File: config.mk
export PLATFORM = sky130hd
export DESIGN_NAME = hysteresis_segment_detector
export DESIGN_NICKNAME = d
export VERILOG_FILES = /design/src/hsd_pkg.sv /design/src/hsd_cfg_regs.sv /design/src/hsd_core.sv /design/src/hysteresis_segment_detector.sv
export VERILOG_INCLUDE_DIRS = /design/src /design/src/src
export SDC_FILE = /design/constraint.sdc
export NUM_CORES = 1
export LEC_CHECK = 0
export BUFFER_PORTS_ARGS = -buffer_cell sky130_fd_sc_hd__buf_4
export CAP_MARGIN = 20
export CORE_UTILIZATION = 39
export CTS_CLUSTER_DIAMETER = 150
export CTS_CLUSTER_SIZE = 28
export DETAILED_ROUTE_END_ITERATION = 10
export PLACE_DENSITY = 0.62
export SLEW_MARGIN = 0
export SYNTH_ARGS = -nofsm -noshare
export SYNTH_HDL_FRONTEND = slang
export SYNTH_SLANG_ARGS = --single-unit
File: constraint.sdc
create_clock -name clk_i -period 6.5 [get_ports clk_i]
set_input_delay 1.95 -clock clk_i [delete_from_list [all_inputs] [get_ports clk_i]]
set_output_delay 1.95 -clock clk_i [all_outputs]
set_load 0.01 [all_outputs]
File: src/hysteresis_segment_detector_macros.svh
// ---------------------------------------------------------------------------
// Assertion macros for the hysteresis segment detector
// ---------------------------------------------------------------------------
`ifndef HYSTERESIS_SEGMENT_DETECTOR_MACROS_SVH
`define HYSTERESIS_SEGMENT_DETECTOR_MACROS_SVH

// Concurrent implication checked on every clock edge, off during reset
`define HSD_ASSERT(label, clk, rst_n, prop, msg) \
  label: assert property (@(posedge clk) disable iff (!rst_n) (prop)) \
    else $error(msg);

// Same, without a reset qualifier (for checks that hold in reset too)
`define HSD_ASSERT_ALWAYS(label, clk, prop, msg) \
  label: assert property (@(posedge clk) (prop)) else $error(msg);

`endif

File: src/hsd_pkg.sv
// ---------------------------------------------------------------------------
// hsd_pkg
// Shared types, constants and helper functions of the segment detector.
// ---------------------------------------------------------------------------
`timescale 1ns / 1ps
`default_nettype none

package hsd_pkg;

  localparam int unsigned LevelW = 10;
  localparam int unsigned MinRunW = 16;
  localparam int unsigned RunW = 17;
  localparam int unsigned LenW = 32;
  localparam int unsigned CountW = 16;
  localparam int unsigned CfgIdxW = 2;
  localparam int unsigned CfgDataW = 16;

  localparam logic [LevelW-1:0] LevelLowRst = LevelW'(100);
  localparam logic [LevelW-1:0] LevelHighRst = LevelW'(500);
  localparam logic [MinRunW-1:0] MinRunRst = MinRunW'(10);

  localparam logic [RunW-1:0] RunMax = '1;
  localparam logic [LenW-1:0] LenMax = '1;

  // Register indexes of the configuration port
  typedef enum logic [CfgIdxW-1:0] {
    CFG_LEVEL_LOW = 2'd0,
    CFG_LEVEL_HIGH = 2'd1,
    CFG_MIN_LOW_RUN = 2'd2,
    CFG_MIN_HIGH_RUN = 2'd3
  } hsd_cfg_idx_e;

  // Event codes of a result word
  typedef enum logic [1:0] {
    EV_NONE = 2'd0,
    EV_BEGIN = 2'd1,
    EV_END = 2'd2
  } hsd_event_e;

  typedef struct packed {
    logic [LevelW-1:0] level_low;
    logic [LevelW-1:0] level_high;
    logic [MinRunW-1:0] min_low_run;
    logic [MinRunW-1:0] min_high_run;
  } hsd_cfg_t;

  typedef struct packed {
    hsd_event_e ev;
    logic [CountW-1:0] piece_number;
    logic [LenW-1:0] span_length;
    logic active;
  } hsd_res_t;

  // Run counter increment, saturating
  function automatic logic [RunW-1:0] run_inc(input logic [RunW-1:0] r);
    return (r == RunMax) ? RunMax : r + RunW'(1);
  endfunction

  // Length increment, saturating
  function automatic logic [LenW-1:0] len_inc(input logic [LenW-1:0] l);
    return (l == LenMax) ? LenMax : l + LenW'(1);
  endfunction

  // Remove a run from a length, floor at zero
  function automatic logic [LenW-1:0] sat_sub(input logic [LenW-1:0] a,
                                              input logic [RunW-1:0] b);
    logic [LenW-1:0] bx;
    bx = LenW'(b);
    return (a > bx) ? a - bx : '0;
  endfunction

endpackage

`default_nettype wire

File: src/hsd_cfg_regs.sv
// ---------------------------------------------------------------------------
// hsd_cfg_regs
// Threshold and debounce registers, written through a plain write port.
// ---------------------------------------------------------------------------
`timescale 1ns / 1ps
`default_nettype none

module hsd_cfg_regs (
  input  logic                            clk_i,
  input  logic                            rst_ni,
  input  logic                            cfg_we_i,
  input  logic [hsd_pkg::CfgIdxW-1:0]     cfg_index_i,
  input  logic [hsd_pkg::CfgDataW-1:0]    cfg_wdata_i,
  output hsd_pkg::hsd_cfg_t               cfg_o
);
  import hsd_pkg::*;

  hsd_cfg_t cfg_q;

  // Register file, one write a cycle
  always_ff @(posedge clk_i or negedge rst_ni) begin
    if (!rst_ni) begin
      cfg_q.level_low <= LevelLowRst;
      cfg_q.level_high <= LevelHighRst;
      cfg_q.min_low_run <= MinRunRst;
      cfg_q.min_high_run <= MinRunRst;
    end else if (cfg_we_i) begin
      unique case (hsd_cfg_idx_e'(cfg_index_i))
        CFG_LEVEL_LOW: cfg_q.level_low <= cfg_wdata_i[LevelW-1:0];
        CFG_LEVEL_HIGH: cfg_q.level_high <= cfg_wdata_i[LevelW-1:0];
        CFG_MIN_LOW_RUN: cfg_q.min_low_run <= cfg_wdata_i[MinRunW-1:0];
        CFG_MIN_HIGH_RUN: cfg_q.min_high_run <= cfg_wdata_i[MinRunW-1:0];
      endcase
    end
  end

  assign cfg_o = cfg_q;

endmodule

`default_nettype wire

File: src/hsd_core.sv
// ---------------------------------------------------------------------------
// hsd_core
// Segment state and the per-sample update: hysteresis, debounce, lengths.
// ---------------------------------------------------------------------------
`timescale 1ns / 1ps
`default_nettype none

`include "hysteresis_segment_detector_macros.svh"

module hsd_core (
  input  logic                        clk_i,
  input  logic                        rst_ni,
  input  logic                        step_en_i,
  input  logic [hsd_pkg::LevelW-1:0]  level_i,
  input  hsd_pkg::hsd_cfg_t           cfg_i,
  output hsd_pkg::hsd_res_t           res_o
);
  import hsd_pkg::*;

  logic              in_piece_q, in_piece_d;
  logic [RunW-1:0]   high_run_q, high_run_d;
  logic [RunW-1:0]   low_run_q, low_run_d;
  logic [LenW-1:0]   piece_len_q, piece_len_d;
  logic [LenW-1:0]   pause_len_q, pause_len_d;
  logic [CountW-1:0] piece_cnt_q, piece_cnt_d;

  logic [RunW-1:0]   run_new;
  logic [CountW-1:0] cnt_inc;

  assign cnt_inc = piece_cnt_q + CountW'(1);

  // Per-sample update
  always_comb begin
    in_piece_d = in_piece_q;
    high_run_d = high_run_q;
    low_run_d = low_run_q;
    piece_len_d = piece_len_q;
    pause_len_d = pause_len_q;
    piece_cnt_d = piece_cnt_q;
    res_o.ev = EV_NONE;
    res_o.piece_number = '0;
    res_o.span_length = '0;
    run_new = '0;

    if (in_piece_q) begin
      // inside a piece: count low samples
      run_new = (level_i <= cfg_i.level_low) ? run_inc(low_run_q) : '0;
      if (run_new > RunW'(cfg_i.min_low_run)) begin
        pause_len_d = LenW'(run_new);
        piece_len_d = sat_sub(piece_len_q, run_new);
        low_run_d = '0;
        in_piece_d = 1'b0;
        piece_cnt_d = cnt_inc;
        res_o.ev = EV_END;
        res_o.piece_number = cnt_inc;
        res_o.span_length = piece_len_d;
      end else begin
        low_run_d = run_new;
        piece_len_d = len_inc(piece_len_q);
      end
    end else begin
      // in a pause: count high samples
      run_new = (level_i >= cfg_i.level_high) ? run_inc(high_run_q) : '0;
      if (run_new > RunW'(cfg_i.min_high_run)) begin
        piece_len_d = LenW'(run_new);
        pause_len_d = sat_sub(pause_len_q, run_new);
        high_run_d = '0;
        in_piece_d = 1'b1;
        res_o.ev = EV_BEGIN;
        res_o.piece_number = cnt_inc;
        res_o.span_length = pause_len_d;
      end else begin
        high_run_d = run_new;
        pause_len_d = len_inc(pause_len_q);
      end
    end

    res_o.active = in_piece_d;
  end

  // State registers, advanced once per word
  always_ff @(posedge clk_i or negedge rst_ni) begin
    if (!rst_ni) begin
      in_piece_q <= 1'b0;
      high_run_q <= '0;
      low_run_q <= '0;
      piece_len_q <= '0;
      pause_len_q <= '0;
      piece_cnt_q <= '0;
    end else if (step_en_i) begin
      in_piece_q <= in_piece_d;
      high_run_q <= high_run_d;
      low_run_q <= low_run_d;
      piece_len_q <= piece_len_d;
      pause_len_q <= pause_len_d;
      piece_cnt_q <= piece_cnt_d;
    end
  end

  // Only the run of the current phase may be non-zero
  `HSD_ASSERT_ALWAYS(a_low_run_idle, clk_i, (!in_piece_q) |-> (low_run_q == '0), "low run in pause")
  `HSD_ASSERT_ALWAYS(a_high_run_act, clk_i, in_piece_q |-> (high_run_q == '0), "high run in piece")
  `HSD_ASSERT(a_begin_enters, clk_i, rst_ni, (step_en_i && res_o.ev == EV_BEGIN) |=> in_piece_q, "begin without entering piece")
  `HSD_ASSERT(a_end_counts, clk_i, rst_ni, (step_en_i && res_o.ev == EV_END) |=> (piece_cnt_q == $past(cnt_inc)), "end without count")

endmodule

`default_nettype wire

File: src/hysteresis_segment_detector.sv
// ---------------------------------------------------------------------------
// hysteresis_segment_detector
// Piece begin/end detector on a level stream, with hysteresis and debounce.
// ---------------------------------------------------------------------------
// Usage:
//   Input channel: one level sample per word (in_valid_i / in_stall_o).
//   Output channel: exactly one result word per sample (out_valid_o /
//   out_stall_i): event code, piece number, span length and active flag.
//   A word moves at a clock edge with valid high and stall low.
//   Configuration: cfg_we_i with cfg_index_i and cfg_wdata_i writes one of
//   the four threshold / debounce registers; write only while idle.
//   Path: an accepted sample is held in the input word register, and its result
//   reaches out_valid_o from the result word register (two register stages).
//   Throughput: one sample per cycle while the receiver does not stall, set by the
//   combinational state update in hsd_core between the two registers.
//   Reset: state, counters and lengths clear, registers take their reset
//   values, both pipeline stages empty.
//   Receiver stall: the result word holds; an empty input register still
//   takes one sample, and in_stall_o is high while the input register holds
//   a sample behind the waiting result.
// ---------------------------------------------------------------------------
`timescale 1ns / 1ps
`default_nettype none

module hysteresis_segment_detector (
  input  logic                          clk_i,
  input  logic                          rst_ni,
  // configuration
  input  logic                          cfg_we_i,
  input  logic [hsd_pkg::CfgIdxW-1:0]   cfg_index_i,
  input  logic [hsd_pkg::CfgDataW-1:0]  cfg_wdata_i,
  // input channel
  input  logic                          in_valid_i,
  output logic                          in_stall_o,
  input  logic [hsd_pkg::LevelW-1:0]    level_i,
  // output channel
  output logic                          out_valid_o,
  input  logic                          out_stall_i,
  output logic [1:0]                    event_res_o,
  output logic [hsd_pkg::CountW-1:0]    piece_number_o,
  output logic [hsd_pkg::LenW-1:0]      span_length_o,
  output logic                          active_o
);
  import hsd_pkg::*;

  hsd_cfg_t cfg;
  hsd_res_t res;
  hsd_res_t res_q;

  logic              in_valid_q;
  logic [LevelW-1:0] level_q;
  logic              out_valid_q;
  logic              out_ready;
  logic              step_en;
  logic              in_accept;

  // Pipeline control
  assign out_ready = !out_valid_q || !out_stall_i;
  assign step_en = in_valid_q && out_ready;
  assign in_stall_o = in_valid_q && !out_ready;
  assign in_accept = in_valid_i && !in_stall_o;

  hsd_cfg_regs u_cfg (
    .clk_i       (clk_i),
    .rst_ni      (rst_ni),
    .cfg_we_i    (cfg_we_i),
    .cfg_index_i (cfg_index_i),
    .cfg_wdata_i (cfg_wdata_i),
    .cfg_o       (cfg)
  );

  hsd_core u_core (
    .clk_i     (clk_i),
    .rst_ni    (rst_ni),
    .step_en_i (step_en),
    .level_i   (level_q),
    .cfg_i     (cfg),
    .res_o     (res)
  );

  // Input word register
  always_ff @(posedge clk_i or negedge rst_ni) begin
    if (!rst_ni) begin
      in_valid_q <= 1'b0;
    end else if (in_accept) begin
      in_valid_q <= 1'b1;
    end else if (out_ready) begin
      in_valid_q <= 1'b0;
    end
  end

  always_ff @(posedge clk_i) begin
    if (in_accept) begin
      level_q <= level_i;
    end
  end

  // Result word register
  always_ff @(posedge clk_i or negedge rst_ni) begin
    if (!rst_ni) begin
      out_valid_q <= 1'b0;
    end else if (out_ready) begin
      out_valid_q <= in_valid_q;
    end
  end

  always_ff @(posedge clk_i) begin
    if (step_en) begin
      res_q <= res;
    end
  end

  assign out_valid_o = out_valid_q;
  assign event_res_o = res_q.ev;
  assign piece_number_o = res_q.piece_number;
  assign span_length_o = res_q.span_length;
  assign active_o = res_q.active;

endmodule

`default_nettype wire

=== After elaboration in Yosys (flattened, before gate mapping) ===
Index checks and enable logic that the tools add are counted.

* Input port bits: 33
* Logic and storage cells: 83
* Output and inout port bits: 53
* Flip-flop bits (word level): 230

* $add $sub $neg: 7
* Reduce and logical (&&, ||, !) cells: 20
* Bitwise logic cells: 1
* Mux-type cells: 24
* Eq/ne operators: 8
* Order comparisons: 6

{| class="wikitable"
|+ Operators by type and width
! cell !! number
|-
| $mux 32 || 10
|-
| $mux 17 || 6
|-
| $mux 50 || 2
|-
| $add 32x1->32 const B || 2
|-
| $eq 32x32->1 const B || 2
|-
| $gt 32x17->1 || 2
|-
| $sub 32x17->32 || 2
|-
| $mux 49 || 1
|-
| $add 17x1->17 const B || 2
|-
| $eq 17x17->1 const B || 2
|-
| $gt 17x16->1 || 2
|-
| $add 16x1->16 const B || 1
|-
| $reduce_and 2->1 || 8
|-
| $ge 10x10->1 || 1
|-
| $le 10x10->1 || 1
|-
| $mux 1 || 5
|-
| $eq 2x2->1 const B || 2
|-
| $logic_not 1->1 || 4
|-
| $reduce_bool 2->1 || 2
|-
| $logic_and 1x1->1 || 3
|-
| $reduce_and 3->1 || 1
|-
| $eq 2x1->1 const B || 1
|-
| $logic_not 2->1 || 1
|-
| $ne 2x2->1 const B || 1
|-
| 2 further kinds || 2
|}

=== Logic depth before layout (Yosys ltp) ===
* Depth after elaboration: 7
* Gate-level depth with buffers: 22
* Gate-level depth less buffers: 18

=== Modules after synthesis ===
Synthesis repeated with hierarchy kept, for this count alone.

* Cells, all modules: 1745
* Area total of the unflattened synthesis: 15720.1 um^2

{| class="wikitable"
|+ Modules (own cells, without submodules)
! module !! times used !! cells an instance !! sequential area each (um^2) !! area an instance (um^2)
|-
| hsd_core || 1 || 1564 || 2877.8 || 11775.0
|-
| hsd_cfg_regs || 1 || 112 || 1317.5 || 2020.7
|-
| hysteresis_segment_detector || 1 || 69 || 1881.8 || 1924.3
|}

=== Worst setup path before layout ===
OpenSTA, ideal clock, no wires.

* Path kind: register -> register
* Start point: reg u_cfg.cfg_q (netlist bit u_cfg.cfg_o[47])
* End point: reg res_q (netlist bit span_length_o[16]), data pin
* Required time: 6244 ps
* Clock period less this slack: 4657 ps
* Path buffers: 5
* Setup time: 256 ps
* Stages on the path, launching flop included: 21
* Setup slack: 1843 ps
* Arrival time: 4401 ps
* Cells stage by stage: dfstp_2 inv_1 ha_1 and3_1 nand4_1 o21ai_0 o22a_1 clkbuf_1 buf_1 a21o_1 ha_1 a21oi_1 a21oi_1 nor3_1 o21ai_1 a2111o_1 and3_1 buf_2 buf_6 buf_2 a22o_1

{| class="wikitable"
|+ RTL lines
! item !! RTL line !! source
|-
| start: declaration || hsd_cfg_regs.sv:18 || <nowiki>hsd_cfg_t cfg_q;</nowiki>
|-
| end signal: assignment || hysteresis_segment_detector.sv:109 || <nowiki>res_q <= res;</nowiki>
|-
| end: declaration || hysteresis_segment_detector.sv:48 || <nowiki>hsd_res_t res_q;</nowiki>
|}

==> results.yml <==
grt:
  grt_max_degree: 104
  grtUsageTotal_pct: 23.2
  grt_pass1_wl_mm: 74.4
  antenna_found_initial: 1
  overflow: 0
  grt_pass1_vias: 12863
clock_network:
  cts_sinks: 230
  cts_tree: "built"
  ctsResizeCount: 0
  clk_pin_slew_ps: 130
  cts_max_path_buffers: 3
  clock_latency_ps: 530
  hold_buffers: 0
  post-cts-setup-buffer-count: 0
  htree_num_levels: 1
  clockRootBuffer: "clkbuf_16"
  numCtsBuffers: 12
sta:
  worst_slack_ps: 500
  grt_setup_unrepaired: "false"
  maxSlewHeadroom_pct: 18.0
  fin_setup_tns_ps: 0
  fmax_mhz: 167
  timing.final.crit_share_pct: 92.3
  slew_violations: 0
  finalHoldViolCount: 0
  skew_ps: 58.1
  worstMarginPinSlew_ps: 1220
  finalSetupViolations: 0
  post-route-min-period_ps: 6000
synthesis:
  synth_top_flop_cell: "dfrtp_1"
  ys_top_cells_by_area: "dfrtp_1, edfxtp_1, ha_1"
  synth_cell_types: 76
  synthCells: 1733
  synth_area_leader_cell: "dfrtp_1"
  synth_top_area_share_pct: 25.1
  synth_fp_nets: 1863
  synth-edff-count: 61
  syn_area_um2: 15500
  synth_area_per_cell_um2: 8.97
  yosysSeqAreaShare_pct: 39.1
  async_flop_share_pct: 73.5
  yosys_warnings: 0
  ys_ff_latch: 230
place:
  port_buffers: 85
  pre_cts_slack_ps: 677
  hpwlAfterDp_mm: 35.4
  dp.cells: 2272
  place_congestion: 0.959
power:
  leakage_uw: 0.00739
  powerDensity_nw_per_um2: 324
  pwr-share-seq_pct: 35.2
  switching_share_pct: 43.7
  p_clk_share_pct: 16.6
  switchingPower_uw: 2420
  combPwrFrac_pct: 48.2
  intPower_uw: 3120
  vdd_ir_drop_max_uv: 263
cells_and_area:
  final_nets: 1900
  area_growth_pct: 10.1
  final_core_util_pct: 43.9
  layout_common_cells: "nand2_1, dfrtp_1, a21oi_1"
  instances_no_fill: 2295
  final_common_cell: "nand2_1"
  drive_gt1_share_pct: 12.3
status:
  status: "complete, no violations"
route:
  vias_per_cell: 5.87
  drc: 0
  post_drt_wl_per_cell_um: 20.7
  dr.pass1.iters: 6
  finalWirelength_mm: 47.6
  route.vias.total: 13477
  drtIter0Drc: 1169
  postRouteAntennaNets: 0
critical_path:
  worstPathMaxFanout: 21
  cp.arrival_ps: 6290
  path_class: "flop to flop"
  end_kind: "flop"
  critPathLaunchType: "flop"
  critPathRequiredTime_ps: 6790
die:
  start_util_pct: 39.8
  core.rowCount: 72
  coreArea_um2: 39000
  ios: 86
  die_h_um: 202
  die-area_um2: 40700
  die_w_um: 202
hold_path:
  hold_path_class: "flop to flop"
run:
  maxCapViolCount: 0
-- worst max-delay path, stage by stage, from the launching register on --
cell and delay [ps]:
dfrtp_1 450, ha_1 250, and3_1 210, and3_1 210, nor3b_2 210, and4_1 350, o21ai_0 740, inv_1 370
ha_1 420, nand3_1 110, or2_2 330, a211o_1 300, o211ai_1 140, a22oi_1 230, or3_1 810, buf_4 310
o22ai_1 330
-- registers in the layout, indices dropped and copies added (netlist names) --
signal	cells
u_cfg.cfg_o	52
span_length_o	32
u_core.pause_len_q	32
u_core.piece_len_q	32
u_core.high_run_q	17
u_core.low_run_q	17
piece_number_o	16
u_core.piece_cnt_q	16
level_q	10
event_res_o	2
active_o	1
in_valid_q	1
out_valid_o	1
u_core.in_piece_q	1
-- layout make-up --
cell class,instances,area (um^2)
multi-input cells,1296,8680
clock inverters,1,30.0
well taps,518,648
inverters,115,432
fillers,3764,21900
flip-flops and latches,230,6080
diodes,1,2.50
repair buffers,115,888
clock buffers,19,348
-- through the flow --
step	hold slack (ps)	power (uW)	instance area, um^2
floorplan	457	3790	15500
detailed placement	487	4590	16700
global placement	475	4570	16700
global route	533	5890	17100
CTS	509	5510	17100
finish	507	5530	17100
-- synth_stat cells (12+ instances only) --
cell type	count
nand2_1	173
dfrtp_1	156
a21oi_1	121
nor2_1	119
inv_1	113
ha_1	95
xnor2_1	93
o21ai_0	85
clkbuf_1	73
nand3_1	63
edfxtp_1	61
and3_1	47
mux2_2	45
xor2_1	42
a31oi_1	40
a21o_1	38
o31ai_1	33
nand4_1	29
o22ai_1	29
nor3_1	23
nand2b_1	16
a211oi_1	14
and4_1	14
dfstp_2	13
nor4_1	12
-- kinds of logic (layout without fill, tap and decap cells) --
| family | after synthesis | count (layout) | share of synthesized area, % |
|---|---|---|---|
| simple gates | 549 | 549 | 17.2 |
| xor+xnor | 135 | 135 | 7.61 |
| compound gates | 467 | 467 | 19.5 |
| buf+inv | 207 | 250 | 5.24 |
| flops | 230 | 230 | 39.1 |
| other cells | 0 | 1 | 0 |
| mux | 48 | 48 | 3.45 |
| fa+ha+maj | 97 | 97 | 7.91 |
-- metal layers --
| layer | GRT usage (%) | vias to the layer above | share of wire (%) |
|---|---|---|---|
| met4 | 6.76 | 0 | 3.0 |
| li1 | - | 6349 | - |
| met2 | 37.2 | 498 | 46 |
| met3 | 2.40 | 76 | 5.9 |
| met5 | 0 | - | 0 |
| met1 | 32.9 | 6554 | 46 |
-- final timing paths --
check	startpoint	to	slack [ps]	depth (start not counted)
min in group asynchronous	rst_ni	u_core.piece_len_q[24]$_DFFE_PN0P_	1410	1
max in group asynchronous	rst_ni	u_cfg.cfg_o[43]$_DFFE_PN0P_	3980	2
min reg2reg	u_core.piece_cnt_q[15]$_DFFE_PN0P_	u_core.piece_cnt_q[15]$_DFFE_PN0P_	510	1
max	u_core.high_run_q[0]$_DFFE_PN0P_	span_length_o[2]$_DFFE_PP_	500	16
max reg2reg	u_core.high_run_q[0]$_DFFE_PN0P_	span_length_o[2]$_DFFE_PP_	500	16
min	u_core.piece_cnt_q[15]$_DFFE_PN0P_	u_core.piece_cnt_q[15]$_DFFE_PN0P_	510	1
-- power by group through the flow --
stage               Combinational, uW  Clock [uW]  Sequential [uW]
floorplan                        1890           0             1890
global placement                 2600           0             1970
detailed placement               2620           0             1970
CTS                              2630         938             1940
global route                     2930         985             1980
finish                           2670         917             1950
Note: power is estimated with default switching activity, not from simulation.
